## src/sv/assert_macros.svh

```systemverilog
// Assertion macros shared by the chunk planner modules.
`ifndef ASSERT_MACROS_SVH
`define ASSERT_MACROS_SVH
`ifndef SYNTHESIS
// Condition must hold at every clock edge outside reset.
`define LCP_ASSERT(label, cond, msg) \
    label: assert property (@(posedge clk) disable iff (!rst_n) (cond)) else $error(msg);
// Antecedent implies consequent in the same cycle.
`define LCP_ASSERT_IMP(label, ante, cons, msg) \
    label: assert property (@(posedge clk) disable iff (!rst_n) (ante) |-> (cons)) else $error(msg);
// Antecedent implies consequent in the next cycle.
`define LCP_ASSERT_NEXT(label, ante, cons, msg) \
    label: assert property (@(posedge clk) disable iff (!rst_n) (ante) |=> (cons)) else $error(msg);
`else
`define LCP_ASSERT(label, cond, msg)
`define LCP_ASSERT_IMP(label, ante, cons, msg)
`define LCP_ASSERT_NEXT(label, ante, cons, msg)
`endif
`endif

```

## src/sv/lcp_pkg.sv

```systemverilog
// Types, constants and helpers of the CHS chunk planner.
package lcp_pkg;

    localparam logic [31:0] CHS_LIMIT = 32'd16450560;   // 1024 * 255 * 63
    localparam int MID_DEPTH = 4;
    localparam int OUT_DEPTH = 16;
    localparam int DIV_STAGES = 6;

    localparam logic [7:0] FUNC_READ  = 8'h02;
    localparam logic [7:0] FUNC_WRITE = 8'h03;

    // status codes
    localparam logic [2:0] ST_OK       = 3'd0;
    localparam logic [2:0] ST_DISK_END = 3'd1;
    localparam logic [2:0] ST_CHS_LIM  = 3'd2;
    localparam logic [2:0] ST_BOUNCE   = 3'd3;
    localparam logic [2:0] ST_CYL      = 3'd4;

    // configuration register indexes
    localparam logic [2:0] REG_SPT    = 3'd0;
    localparam logic [2:0] REG_HEADS  = 3'd1;
    localparam logic [2:0] REG_SIZE   = 3'd2;
    localparam logic [2:0] REG_DISK   = 3'd3;
    localparam logic [2:0] REG_BOUNCE = 3'd4;
    localparam logic [2:0] REG_DRIVE  = 3'd5;

    typedef struct packed {
        logic        action;
        logic [31:0] lba;
        logic [15:0] remaining;
        logic [19:0] buffer_address;
    } req_t;

    typedef struct packed {
        logic [2:0]  status;
        logic [5:0]  chunk_count;
        logic [9:0]  cylinder;
        logic [7:0]  head;
        logic [5:0]  sector_number;
        logic [15:0] ax_word;
        logic [15:0] cx_word;
        logic [15:0] dx_word;
        logic [15:0] segment;
        logic [3:0]  offset;
        logic        used_bounce;
    } rsp_t;

    // geometry with the zero and overflow cases already folded in
    typedef struct packed {
        logic [5:0]  spt;
        logic [8:0]  heads;
        logic [12:0] size;
        logic [31:0] disk_sectors;
        logic [19:0] bounce_address;
        logic [7:0]  drive;
    } cfg_t;

    // classified request handed from front to back
    typedef struct packed {
        logic        action;
        logic [23:0] lba;
        logic [15:0] remaining;
        logic [19:0] addr;
        logic        bounce;
        logic        bounce_err;
        logic [2:0]  early_status;
    } qent_t;

    // true when a sector at addr runs over a 64KB page edge
    function automatic logic straddles(logic [19:0] addr, logic [12:0] size);
        logic [20:0] last;
        last = {1'b0, addr} + {8'b0, size} - 21'd1;
        return {1'b0, addr[19:16]} != last[20:16];
    endfunction

endpackage

```

## src/sv/lcp_div.sv

```systemverilog
// Pipelined restoring divider, 24-bit dividend by 13-bit divisor, 4 bits a stage.
module lcp_div
    import lcp_pkg::*;
(
    input  logic        clk,
    input  logic [23:0] dividend,
    input  logic [12:0] divisor,
    output logic [23:0] quotient,
    output logic [12:0] remainder
);

    logic [12:0] r_reg [DIV_STAGES];
    logic [23:0] q_reg [DIV_STAGES];
    logic [23:0] n_reg [DIV_STAGES];
    logic [12:0] d_reg [DIV_STAGES];

    // four restoring steps: returns {remainder, quotient bits}
    function automatic logic [16:0] step4(logic [12:0] r_in, logic [3:0] b,
                                          logic [12:0] d);
        logic [12:0] r;
        logic [13:0] t;
        logic [3:0]  q;
        r = r_in;
        q = '0;
        for (int i = 3; i >= 0; i--)
        begin
            t = {r, b[i]};
            if (t >= {1'b0, d})
            begin
                r = 13'(t - {1'b0, d});
                q[i] = 1'b1;
            end
            else
            begin
                r = t[12:0];
            end
        end
        return {r, q};
    endfunction

    // stage registers
    always_ff @(posedge clk)
    begin
        logic [16:0] res;
        res = step4(13'd0, dividend[23:20], divisor);
        r_reg[0] <= res[16:4];
        q_reg[0] <= {20'b0, res[3:0]};
        n_reg[0] <= {dividend[19:0], 4'b0};
        d_reg[0] <= divisor;
        for (int k = 1; k < DIV_STAGES; k++)
        begin
            res = step4(r_reg[k-1], n_reg[k-1][23:20], d_reg[k-1]);
            r_reg[k] <= res[16:4];
            q_reg[k] <= {q_reg[k-1][19:0], res[3:0]};
            n_reg[k] <= {n_reg[k-1][19:0], 4'b0};
            d_reg[k] <= d_reg[k-1];
        end
    end

    assign quotient  = q_reg[DIV_STAGES-1];
    assign remainder = r_reg[DIV_STAGES-1];

endmodule

```

## src/sv/lcp_front.sv

```systemverilog
// Front end: takes requests, runs the range and page checks, queues them.
`include "assert_macros.svh"
module lcp_front
    import lcp_pkg::*;
(
    input  logic  clk,
    input  logic  rst_n,
    input  cfg_t  cfg,
    input  logic  push,
    input  req_t  req,
    output logic  full,
    output logic  q_valid,
    output qent_t q_ent,
    input  logic  q_take
);

    qent_t       mem_reg [MID_DEPTH];
    logic [1:0]  wr_ptr_reg, wr_ptr_next;
    logic [1:0]  rd_ptr_reg, rd_ptr_next;
    logic [2:0]  count_reg, count_next;
    qent_t       ent;
    logic        accept, take, first_strad;

    assign accept = push && !full;
    assign take   = q_take && q_valid;

    // classification of the incoming request
    always_comb
    begin
        first_strad = straddles(req.buffer_address, cfg.size);
        ent.action = req.action;
        ent.lba = req.lba[23:0];
        ent.remaining = req.remaining;
        ent.bounce = first_strad;
        ent.addr = first_strad ? cfg.bounce_address : req.buffer_address;
        ent.bounce_err = first_strad && straddles(cfg.bounce_address, cfg.size);
        priority if (cfg.disk_sectors != 32'd0 && req.lba >= cfg.disk_sectors)
            ent.early_status = ST_DISK_END;
        else if (req.lba >= CHS_LIMIT)
            ent.early_status = ST_CHS_LIM;
        else
            ent.early_status = ST_OK;
    end

    // queue pointers
    always_comb
    begin
        wr_ptr_next = accept ? wr_ptr_reg + 2'd1 : wr_ptr_reg;
        rd_ptr_next = take ? rd_ptr_reg + 2'd1 : rd_ptr_reg;
        count_next  = count_reg + {2'b0, accept} - {2'b0, take};
    end

    always_ff @(posedge clk or negedge rst_n)
    begin
        if (!rst_n)
        begin
            wr_ptr_reg <= '0;
            rd_ptr_reg <= '0;
            count_reg  <= '0;
        end
        else
        begin
            wr_ptr_reg <= wr_ptr_next;
            rd_ptr_reg <= rd_ptr_next;
            count_reg  <= count_next;
        end
    end

    always_ff @(posedge clk)
    begin
        if (accept)
            mem_reg[wr_ptr_reg] <= ent;
    end

    assign full    = count_reg == 3'(MID_DEPTH);
    assign q_valid = count_reg != 3'd0;
    assign q_ent   = mem_reg[rd_ptr_reg];

    `LCP_ASSERT(a_mid_bound, count_reg <= 3'(MID_DEPTH), "mid queue overfilled")
    `LCP_ASSERT_IMP(a_ptr_gap, count_reg == 3'd0, wr_ptr_reg == rd_ptr_reg,
                    "empty queue with pointer gap")
    `LCP_ASSERT_NEXT(a_fill, accept && !take && count_reg == 3'd0, q_valid,
                     "accepted request lost")

endmodule

```

## src/sv/lcp_back.sv

```systemverilog
// Back end: divides out CHS, sizes the chunk, packs the words, buffers results.
`include "assert_macros.svh"
module lcp_back
    import lcp_pkg::*;
(
    input  logic  clk,
    input  logic  rst_n,
    input  cfg_t  cfg,
    input  logic  q_valid,
    input  qent_t q_ent,
    output logic  q_take,
    input  logic  pop,
    output logic  empty,
    output rsp_t  rsp
);

    // results in flight plus results held
    logic [4:0]  resv_reg, resv_next;
    logic        issue, deliver;

    logic        va_reg [DIV_STAGES];
    qent_t       ea_reg [DIV_STAGES];
    logic        vb_reg [DIV_STAGES];
    qent_t       eb_reg [DIV_STAGES];
    logic [5:0]  sb_reg [DIV_STAGES];
    logic [16:0] gb_reg [DIV_STAGES];

    logic [23:0] qa, qs, qb;
    logic [12:0] ra, rs, rb;

    rsp_t        res;
    qent_t       fe;
    logic [5:0]  s, cnt, cnt_r, cnt_b, sec;
    logic [23:0] cyl;
    logic [16:0] segrem;
    logic [9:0]  c10;
    logic [2:0]  st;

    rsp_t        mem_reg [OUT_DEPTH];
    logic [3:0]  wr_ptr_reg, rd_ptr_reg;
    logic [4:0]  count_reg, count_next;
    logic        wr;

    assign issue   = q_valid && resv_reg < 5'(OUT_DEPTH);
    assign q_take  = issue;
    assign deliver = pop && !empty;

    // lba / spt and the page room / sector size
    lcp_div u_div_a
    (
        .clk       (clk),
        .dividend  (q_ent.lba),
        .divisor   ({7'b0, cfg.spt}),
        .quotient  (qa),
        .remainder (ra)
    );

    lcp_div u_div_s
    (
        .clk       (clk),
        .dividend  (24'(17'h10000 - {1'b0, q_ent.addr[15:0]})),
        .divisor   (cfg.size),
        .quotient  (qs),
        .remainder (rs)
    );

    // track / heads
    lcp_div u_div_b
    (
        .clk       (clk),
        .dividend  (qa),
        .divisor   ({4'b0, cfg.heads}),
        .quotient  (qb),
        .remainder (rb)
    );

    // side payload aligned with the dividers
    always_ff @(posedge clk or negedge rst_n)
    begin
        if (!rst_n)
        begin
            for (int k = 0; k < DIV_STAGES; k++)
            begin
                va_reg[k] <= 1'b0;
                vb_reg[k] <= 1'b0;
            end
        end
        else
        begin
            va_reg[0] <= issue;
            vb_reg[0] <= va_reg[DIV_STAGES-1];
            for (int k = 1; k < DIV_STAGES; k++)
            begin
                va_reg[k] <= va_reg[k-1];
                vb_reg[k] <= vb_reg[k-1];
            end
        end
    end

    always_ff @(posedge clk)
    begin
        ea_reg[0] <= q_ent;
        eb_reg[0] <= ea_reg[DIV_STAGES-1];
        sb_reg[0] <= ra[5:0];
        gb_reg[0] <= qs[16:0];
        for (int k = 1; k < DIV_STAGES; k++)
        begin
            ea_reg[k] <= ea_reg[k-1];
            eb_reg[k] <= eb_reg[k-1];
            sb_reg[k] <= sb_reg[k-1];
            gb_reg[k] <= gb_reg[k-1];
        end
    end

    // final sizing and packing
    always_comb
    begin
        fe     = eb_reg[DIV_STAGES-1];
        s      = sb_reg[DIV_STAGES-1];
        segrem = gb_reg[DIV_STAGES-1];
        cyl    = qb;
        c10    = cyl[9:0];
        sec    = s + 6'd1;
        cnt    = cfg.spt - s;
        cnt_r  = (fe.remaining < {10'b0, cnt}) ? fe.remaining[5:0] : cnt;
        cnt_b  = fe.bounce ? {5'b0, |cnt_r} : cnt_r;
        if ({11'b0, cnt_b} > segrem)
            cnt_b = segrem[5:0];
        priority if (fe.early_status != ST_OK)
            st = fe.early_status;
        else if (cyl > 24'd1023)
            st = ST_CYL;
        else if (fe.bounce_err)
            st = ST_BOUNCE;
        else
            st = ST_OK;
        res = '0;
        res.status = st;
        if (st == ST_OK)
        begin
            res.chunk_count   = cnt_b;
            res.cylinder      = c10;
            res.head          = rb[7:0];
            res.sector_number = sec;
            res.ax_word       = {fe.action ? FUNC_WRITE : FUNC_READ, 2'b0, cnt_b};
            res.cx_word       = {c10[7:0], c10[9:8], sec};
            res.dx_word       = {rb[7:0], cfg.drive};
            res.segment       = fe.addr[19:4];
            res.offset        = fe.addr[3:0];
            res.used_bounce   = fe.bounce;
        end
    end

    assign wr = vb_reg[DIV_STAGES-1];

    // result queue and reservation count
    always_comb
    begin
        count_next = count_reg + {4'b0, wr} - {4'b0, deliver};
        resv_next  = resv_reg + {4'b0, issue} - {4'b0, deliver};
    end

    always_ff @(posedge clk or negedge rst_n)
    begin
        if (!rst_n)
        begin
            wr_ptr_reg <= '0;
            rd_ptr_reg <= '0;
            count_reg  <= '0;
            resv_reg   <= '0;
        end
        else
        begin
            if (wr)
                wr_ptr_reg <= wr_ptr_reg + 4'd1;
            if (deliver)
                rd_ptr_reg <= rd_ptr_reg + 4'd1;
            count_reg <= count_next;
            resv_reg  <= resv_next;
        end
    end

    always_ff @(posedge clk)
    begin
        if (wr)
            mem_reg[wr_ptr_reg] <= res;
    end

    assign empty = count_reg == 5'd0;
    assign rsp   = mem_reg[rd_ptr_reg];

    `LCP_ASSERT(a_resv_bound, resv_reg <= 5'(OUT_DEPTH), "reservations exceed queue")
    `LCP_ASSERT(a_held_le_resv, count_reg <= resv_reg, "held results exceed reservations")
    `LCP_ASSERT_IMP(a_wr_room, wr, count_reg < 5'(OUT_DEPTH), "result written to full queue")

endmodule

```

## src/sv/lba_to_chs_chunk_planner.sv

```systemverilog
// Top level of the CHS transfer chunk planner.
// Plans one INT 13h style CHS chunk per request.
// Request side: queue style, a request is taken when push is high and full low.
// Result side: the oldest result sits on rsp while empty is low and leaves when
// pop is high; one result per request, in request order.
// Geometry and limits are written through cfg_we / cfg_index / cfg_data; the user
// must write them only while the block is idle, which the block does not enforce.
// Indexes outside the register list are ignored. The request path is a 4-entry
// front queue, two chained 6-stage pipelined dividers (LBA by sectors per
// track, then track by heads; the page room division runs beside the first)
// and a 16-entry result queue.
// Throughput: one request per cycle sustained while the result queue has room;
// the dividers take a new operand every cycle.
// Issue into the dividers is held back when in-flight plus held results fill
// the result queue, so a stalled receiver backs up to full, losing nothing.
// Reset clears both queues and restores the default geometry (63 sectors,
// 16 heads, 512-byte sectors, unknown size, drive 80h).
module lba_to_chs_chunk_planner
    import lcp_pkg::*;
(
    input  logic        clk,
    input  logic        rst_n,
    input  logic        push,
    output logic        full,
    input  req_t        req,
    output logic        empty,
    input  logic        pop,
    output rsp_t        rsp,
    input  logic        cfg_we,
    input  logic [2:0]  cfg_index,
    input  logic [31:0] cfg_data
);

    logic [5:0]  spt_reg;
    logic [8:0]  heads_reg;
    logic [12:0] size_reg;
    logic [31:0] disk_reg;
    logic [19:0] bounce_reg;
    logic [7:0]  drive_reg;
    cfg_t        cfg;
    logic        q_valid, q_take;
    qent_t       q_ent;

    // configuration registers
    always_ff @(posedge clk or negedge rst_n)
    begin
        if (!rst_n)
        begin
            spt_reg    <= 6'd63;
            heads_reg  <= 9'd16;
            size_reg   <= 13'd512;
            disk_reg   <= 32'd0;
            bounce_reg <= 20'd0;
            drive_reg  <= 8'd128;
        end
        else if (cfg_we)
        begin
            unique case (cfg_index)
                REG_SPT:    spt_reg    <= cfg_data[5:0];
                REG_HEADS:  heads_reg  <= cfg_data[8:0];
                REG_SIZE:   size_reg   <= cfg_data[12:0];
                REG_DISK:   disk_reg   <= cfg_data;
                REG_BOUNCE: bounce_reg <= cfg_data[19:0];
                REG_DRIVE:  drive_reg  <= cfg_data[7:0];
                default:    ;
            endcase
        end
    end

    // folded geometry
    always_comb
    begin
        cfg.spt = (spt_reg == 6'd0) ? 6'd1 : spt_reg;
        if (heads_reg == 9'd0)
            cfg.heads = 9'd1;
        else if (heads_reg > 9'd256)
            cfg.heads = 9'd256;
        else
            cfg.heads = heads_reg;
        cfg.size = (size_reg == 13'd0) ? 13'd1 : size_reg;
        cfg.disk_sectors = disk_reg;
        cfg.bounce_address = bounce_reg;
        cfg.drive = drive_reg;
    end

    lcp_front u_front
    (
        .clk     (clk),
        .rst_n   (rst_n),
        .cfg     (cfg),
        .push    (push),
        .req     (req),
        .full    (full),
        .q_valid (q_valid),
        .q_ent   (q_ent),
        .q_take  (q_take)
    );

    lcp_back u_back
    (
        .clk     (clk),
        .rst_n   (rst_n),
        .cfg     (cfg),
        .q_valid (q_valid),
        .q_ent   (q_ent),
        .q_take  (q_take),
        .pop     (pop),
        .empty   (empty),
        .rsp     (rsp)
    );

endmodule

```

## config.mk

```make
export PLATFORM = sky130hd
export DESIGN_NAME = lba_to_chs_chunk_planner
export DESIGN_NICKNAME = d
export VERILOG_FILES = /design/src/sv/lcp_pkg.sv /design/src/sv/lcp_div.sv /design/src/sv/lcp_front.sv /design/src/sv/lcp_back.sv /design/src/sv/lba_to_chs_chunk_planner.sv
export VERILOG_INCLUDE_DIRS = /design/src /design/src/sv
export SDC_FILE = /design/constraint.sdc
export NUM_CORES = 2
export LEC_CHECK = 0
export CAP_MARGIN = 20
export CORE_UTILIZATION = 63
export CTS_CLUSTER_DIAMETER = 60
export CTS_CLUSTER_SIZE = 10
export DETAILED_ROUTE_END_ITERATION = 8
export DONT_BUFFER_PORTS = 1
export PLACE_DENSITY = 0.89
export SLEW_MARGIN = 30
export SYNTH_ARGS = -nofsm -noshare
export SYNTH_HDL_FRONTEND = slang
export SYNTH_MEMORY_MAX_BITS = 65536
export SYNTH_SLANG_ARGS = --single-unit
```

## constraint.sdc

```tcl
create_clock -name clk -period 13.1 [get_ports clk]
set_clock_uncertainty 0.15 [all_clocks]
set_input_delay 1.31 -clock clk [delete_from_list [all_inputs] [get_ports clk]]
set_output_delay 1.31 -clock clk [all_outputs]
set_load 0.01 [all_outputs]
```

**Yosys cells after proc, flatten, opt, wreduce, memory -nomap -nowiden**

Memory sizes are Yosys's and may differ from the RTL's.
Index checks and enable logic that the tools add are counted.

- Register bits after elaboration: 125
- RAM bits: 4,082
- Bits of input ports: 109
- Output and inout bits: 104
- Logic and storage cells: 406
- Memories: 18

Memories:

| memory | words | width | read ports | clocked after Yosys merged registers in | wr ports | RTL line | RTL |
|---|---|---|---|---|---|---|---|
| u_back.mem_reg | 16 | 102 | 1 | 0 | 1 | lcp_back.sv:39 | `rsp_t mem_reg [OUT_DEPTH];` |
| u_back.ea_reg | 6 | 66 | 6 | 0 | 6 | lcp_back.sv:22 | `qent_t ea_reg [DIV_STAGES];` |
| u_back.eb_reg | 6 | 66 | 6 | 0 | 6 | lcp_back.sv:24 | `qent_t eb_reg [DIV_STAGES];` |
| u_front.mem_reg | 4 | 65 | 1 | 0 | 1 | lcp_front.sv:17 | `qent_t mem_reg [MID_DEPTH];` |
| u_back.u_div_a.q_reg | 6 | 24 | 6 | 0 | 6 | lcp_div.sv:13 | `logic [23:0] q_reg [DIV_STAGES];` |
| u_back.u_div_b.q_reg | 6 | 24 | 6 | 0 | 6 | lcp_div.sv:13 |  |
| 12 more memories | n/a | n/a | n/a | n/a | n/a | n/a |  |

- Add/sub/neg operators: 89
- Magnitude comparators: 79
- Eq/ne operators: 8
- Mux-type cells: 163
- Reduce and logical (&&, ||, !) cells: 24

Operators with widths:

| operator | number |
|---|---|
| 13-bit two-way mux | 73 |
| 14-bit by 13-bit greater-or-equal comparator with 1-bit output | 63 |
| 13-bit subtractor | 63 |
| 99-bit two-way mux | 1 |
| 1-bit two-way mux | 77 |
| 20-bit by 13-bit adder with 21-bit output | 2 |
| 14-bit by 6-bit greater-or-equal comparator with 1-bit output | 3 |
| 14-bit by 9-bit greater-or-equal comparator with 1-bit output | 3 |
| 21-bit by 1-bit subtractor with 21-bit output (second input constant) | 2 |
| 13-bit by 6-bit subtractor with 13-bit output | 3 |
| 13-bit by 9-bit subtractor with 13-bit output | 3 |
| 32-bit by 24-bit greater-or-equal comparator with 1-bit output (second input constant) | 1 |
| 32-bit greater-or-equal comparator | 1 |
| 32-bit nonzero test | 1 |
| 24-bit by 10-bit > comparator with 1-bit output (second input constant) | 1 |
| 6-bit two-way mux | 4 |
| 20-bit two-way mux | 1 |
| 9-bit two-way mux | 2 |
| 17-bit by 16-bit subtractor with 18-bit output (first input constant) | 1 |
| 6-bit by 17-bit > comparator with 1-bit output | 1 |
| 16-bit by 6-bit < comparator with 1-bit output | 1 |
| 1-bit by 13-bit greater-or-equal comparator with 1-bit output | 1 |
| 13-bit logical NOT | 1 |
| 1-bit by 13-bit subtractor with 13-bit output | 1 |
| 29 further kinds | 53 |

**Depth between registers and ports, before layout**

- Depth in word-level cells: 11
- Depth in mapped cells: 59
- Gate-level depth less buffers: 55

**Hierarchy**

From an unflattened synthesis, not the netlist that was laid out.

- Cell total of the unflattened synthesis: 11,614
- Area total of the unflattened synthesis: 139,777.8 µm²

Modules (own cells, without submodules):

| module | instances | cells each | area each (µm²) | sequential area each (µm²) |
|---|---|---|---|---|
| lcp_back | 1 | 2,477 | 54,497.3 | 44,352.5 |
| lcp_div at u_back.u_div_a | 1 | 2,719 | 23,191.0 | 5,745.5 |
| lcp_div at u_back.u_div_b | 1 | 2,697 | 22,912.0 | 5,745.5 |
| lcp_div at u_back.u_div_s | 1 | 2,679 | 22,619.2 | 5,745.5 |
| lcp_front | 1 | 816 | 12,839.8 | 7,982.7 |
| lba_to_chs_chunk_planner | 1 | 226 | 3,718.6 | 2,213.4 |

**Least setup slack after synthesis**

Ideal clock, no wire load.

- Path kind: register -> register
- From: mem u_back.u_div_s.d_reg[2][1]
- To: mem u_back.u_div_s.r_reg[3][3]
- Setup time: 0.139 ns
- Data arrival time: 11.193 ns
- Data required time: 12.811 ns
- Path slack: 1.618 ns
- Stages on the path, launching flop included: 53
- Path buffers: 6
- Period minus slack after synthesis: 11.482 ns
- Cells stage by stage: dfxtp_1 inv_1 fa_1 a21o_1 a21o_1 a221oi_1 o21bai_1 a21oi_1 o21ai_0 and2_1 clkbuf_1 clkbuf_1 o21ai_0 fa_1 nor2b_1 o21ai_1 a21boi_0 o21ai_0 [17 not listed] clkbuf_1 buf_1 mux2_2 ha_1 a21o_1 a21o_1 a221oi_1 nor2b_1 o21a_1 o21a_1 o21a_1 o22ai_1 and3_1 a31o_2 and2_1 or2_2 clkbuf_1 o221ai_1

RTL lines:

| element | RTL line | RTL |
|---|---|---|
| from (decl) | lcp_div.sv:15 | `logic [12:0] d_reg [DIV_STAGES];` |
| to (decl) | lcp_div.sv:12 | `logic [12:0] r_reg [DIV_STAGES];` |

==> results.sh <==
export IMPL_path_common_cell="o21ai_0"
export IMPL_nets=11200
export IMPL_synth_seq_cells=2773
export IMPL_syn_avg_cell_area_um2=12.4
export IMPL_cpMaxStageDelayCell="fa_1"
export IMPL_grt_pass1_wl_mm=533
export IMPL_yosys_top_cells_count="dfxtp_1 (1364), edfxtp_1 (1284), ha_1 (777)"
export IMPL_routed_via_count=86600
export IMPL_io_buffers=0
export IMPL_worstMarginPinSlew_ns=1.05
export IMPL_clkLatencyLatePin_ns=0.98
export IMPL_setup_violations_final=0
export IMPL_first_iter_violations=10300
export IMPL_worstSetupPathType="register to register"
export IMPL_ys_flop_type="dfxtp_1"
export IMPL_drt_total_wl_mm=355
export IMPL_viasPerCell=6.58
export IMPL_grt_pass1_vias=87300
export IMPL_yosysTopAreaCellShare=0.307
export IMPL_largest_reg_flops=1024
export IMPL_critical_path_required_ns=13.77
export IMPL_synth_area_mm2=0.126
export IMPL_die_h_um=448
export IMPL_cts_clk_slew_worst_paths_ns=0.06
export IMPL_maxCapViolCount=0
export IMPL_cts_root_buf="clkbuf_16"
export IMPL_synth_area_leaders="edfxtp_1 (31%), dfxtp_1 (22%), ha_1 (7.7%), mux4_2 (6.9%), dfrtp_1 (2.3%)"
export IMPL_critPathCaptureType="register"
export IMPL_wl_per_cell_um=27.0
export IMPL_dpl_cell_area_mm2=0.128
export IMPL_firstDrtPassIters=7
export IMPL_grt_total_usage=0.353
export IMPL_grt_ovfl_total=0
export IMPL_ys_async_sr_fraction=0.0451
export IMPL_path_max_fanout=18
export IMPL_hold_path_class="input port to async pin"
export IMPL_ys_types=125
export IMPL_place_congestion=0.947
export IMPL_final_area_mm2=0.139
export IMPL_start_kind="register"
export IMPL_cts_buffer_depth=4
export IMPL_num_rows=163
export IMPL_htreeDepth=5
export IMPL_area_growth_pct=10.5
export IMPL_dp_hpwl_mm=225
export IMPL_cts_sinks=2773
export IMPL_timing_final_crit_share=0.964
export IMPL_die_w_um=448
export IMPL_seq_area_frac_synth=0.550
export IMPL_synth_edf_count=1284
export IMPL_die_area_mm2=0.201
export IMPL_drcViolationCount=0
export IMPL_cts_tree="done"
export IMPL_synthCells=10100
export IMPL_antenna_found_initial=49
export IMPL_yosysTopAreaCell="edfxtp_1"
export IMPL_ys_warn_count=0
export IMPL_finalHoldViolCount=0
export IMPL_fin_hold_ws_ns=0.0572
export IMPL_drive_gt1_frac=0.125
export IMPL_status="finished clean"
export IMPL_coreArea_mm2=0.198
export IMPL_cts_buffers=346
export IMPL_ant_nets=0
export IMPL_grt_max_degree=166
export IMPL_yosys_cell_count_top_type="dfxtp_1"
export IMPL_floorplan_initialDensity=0.635
export IMPL_max_slew_margin_rel=0.296
export IMPL_ios=213
export IMPL_max_freq_mhz=79.2
export IMPL_final_max_slew_viol_count=0
export IMPL_cp_arrival_ns=13.30
export IMPL_cpPeakStageDelay_ns=0.49
export IMPL_period_needed_ns=12.63
## cell type report
type	count	area [um2]
fill	12200	58900
sequential	2773	69000
multi-input combinational	6358	52900
inverter	712	2680
antenna	20	50.0
timing repair buffer	88	763
clock inverter	43	539
clock buffer	517	9480
tap	2640	3300
## kinds of logic after synthesis
family                     after synthesis  share of synthesized area
AOI/OAI and AO/OA                     2030                      0.106
xor gates and xnor gates               497                     0.0347
adders and majority gates              844                     0.0881
buffers and inverters                  991                     0.0313
DFF                                   2773                      0.550
muxes                                  739                     0.0994
other                                    1                  0.0000299
and+or+nand+nor                       2235                     0.0907
## through the flow
stage | setup slack (ns) | utilization | std cells | setup TNS [ns]
after CTS | 0.172 | 0.700 | 13100 | 0
after detailed placement | 0.578 | 0.650 | 12600 | 0
after global routing | -0.0599 | 0.702 | 13100 | -0.167
final | 0.472 | 0.702 | 13200 | 0
after global placement | 1.18 | 0.650 | 12600 | 0
after floorplan | 1.62 | - | 10100 | 0
## worst paths after layout
path / startpoint / to / slack (ns) / cells past startpoint
worst max-delay path: u_back.u_div_b.d_reg[4][1]$_DFF_P_ / u_back.u_div_b.r_reg[5][7]$_DFF_P_ / 0.47 / 48
worst min-delay path: rst_n / spt_reg[2]$_DFFE_PN1P_ / 0.06 / 0
worst max register to register: u_back.u_div_b.d_reg[4][1]$_DFF_P_ / u_back.u_div_b.r_reg[5][7]$_DFF_P_ / 0.47 / 48
worst min register to register: u_back.ea_reg[0][40]$_DFF_P_ / u_back.ea_reg[1][40]$_DFF_P_ / 0.15 / 0
max in group asynchronous: rst_n / drive_reg[7]$_DFFE_PN1P_ / 11.51 / 1
min in group clk: u_back.ea_reg[0][40]$_DFF_P_ / u_back.ea_reg[1][40]$_DFF_P_ / 0.15 / 0
## cell usage in the layout, fill, tap and decap left out, types with 129 or more instances in the layout
cell type / synthesis / routed
nand2_1: 534 / 534
nor2_1: 543 / 533
a21oi_1: 480 / 477
xnor2_1: 316 / 316
edfxtp_1: 1284 / 1284
nor2b_1: 138 / 138
mux2_2: 221 / 221
inv_1: 693 / 692
nand4_1: 129 / 129
a21o_1: 289 / 289
nor3_1: 167 / 164
clkbuf_1: 165 / 158
xor2_1: 180 / 180
o21ai_0: 478 / 471
ha_1: 777 / 777
clkbuf_16: 0 / 350
nand3_1: 135 / 135
mux4_2: 383 / 383
dfxtp_1: 1364 / 1364
## routing by layer
| metal | up-vias | wire length, um | part of all wire | global-route usage |
|---|---|---|---|---|
| met2 | 5526 | 169000 | 0.48 | 0.578 |
| met3 | 1612 | 36000 | 0.10 | 0.102 |
| met4 | 28 | 27200 | 0.077 | 0.243 |
| li1 | 37600 | - | - | - |
| met5 | - | 270 | 0.00076 | 0.00385 |
| met1 | 41800 | 122000 | 0.34 | 0.398 |
## critical path: cells and delay by family, from the launching register on
kind	cells	cell delay, ns
AOI/OAI and AO/OA	31	6.86
adders and majority gates	4	1.55
buffers and inverters	3	0.87
DFF	1	0.45
muxes	4	1.36
and+or+nand+nor	6	1.25
## what timing repair did
action,4_1_cts,5_1_grt
endpoints found under the hold margin,116,0
hold buffers,2,0
resized for setup,0,22
setup buffers,0,3
endpoints found under the setup margin,0,63
Power is not shown: default switching activity piles up to over one toggle a cycle in this logic, so the estimate is an artifact.
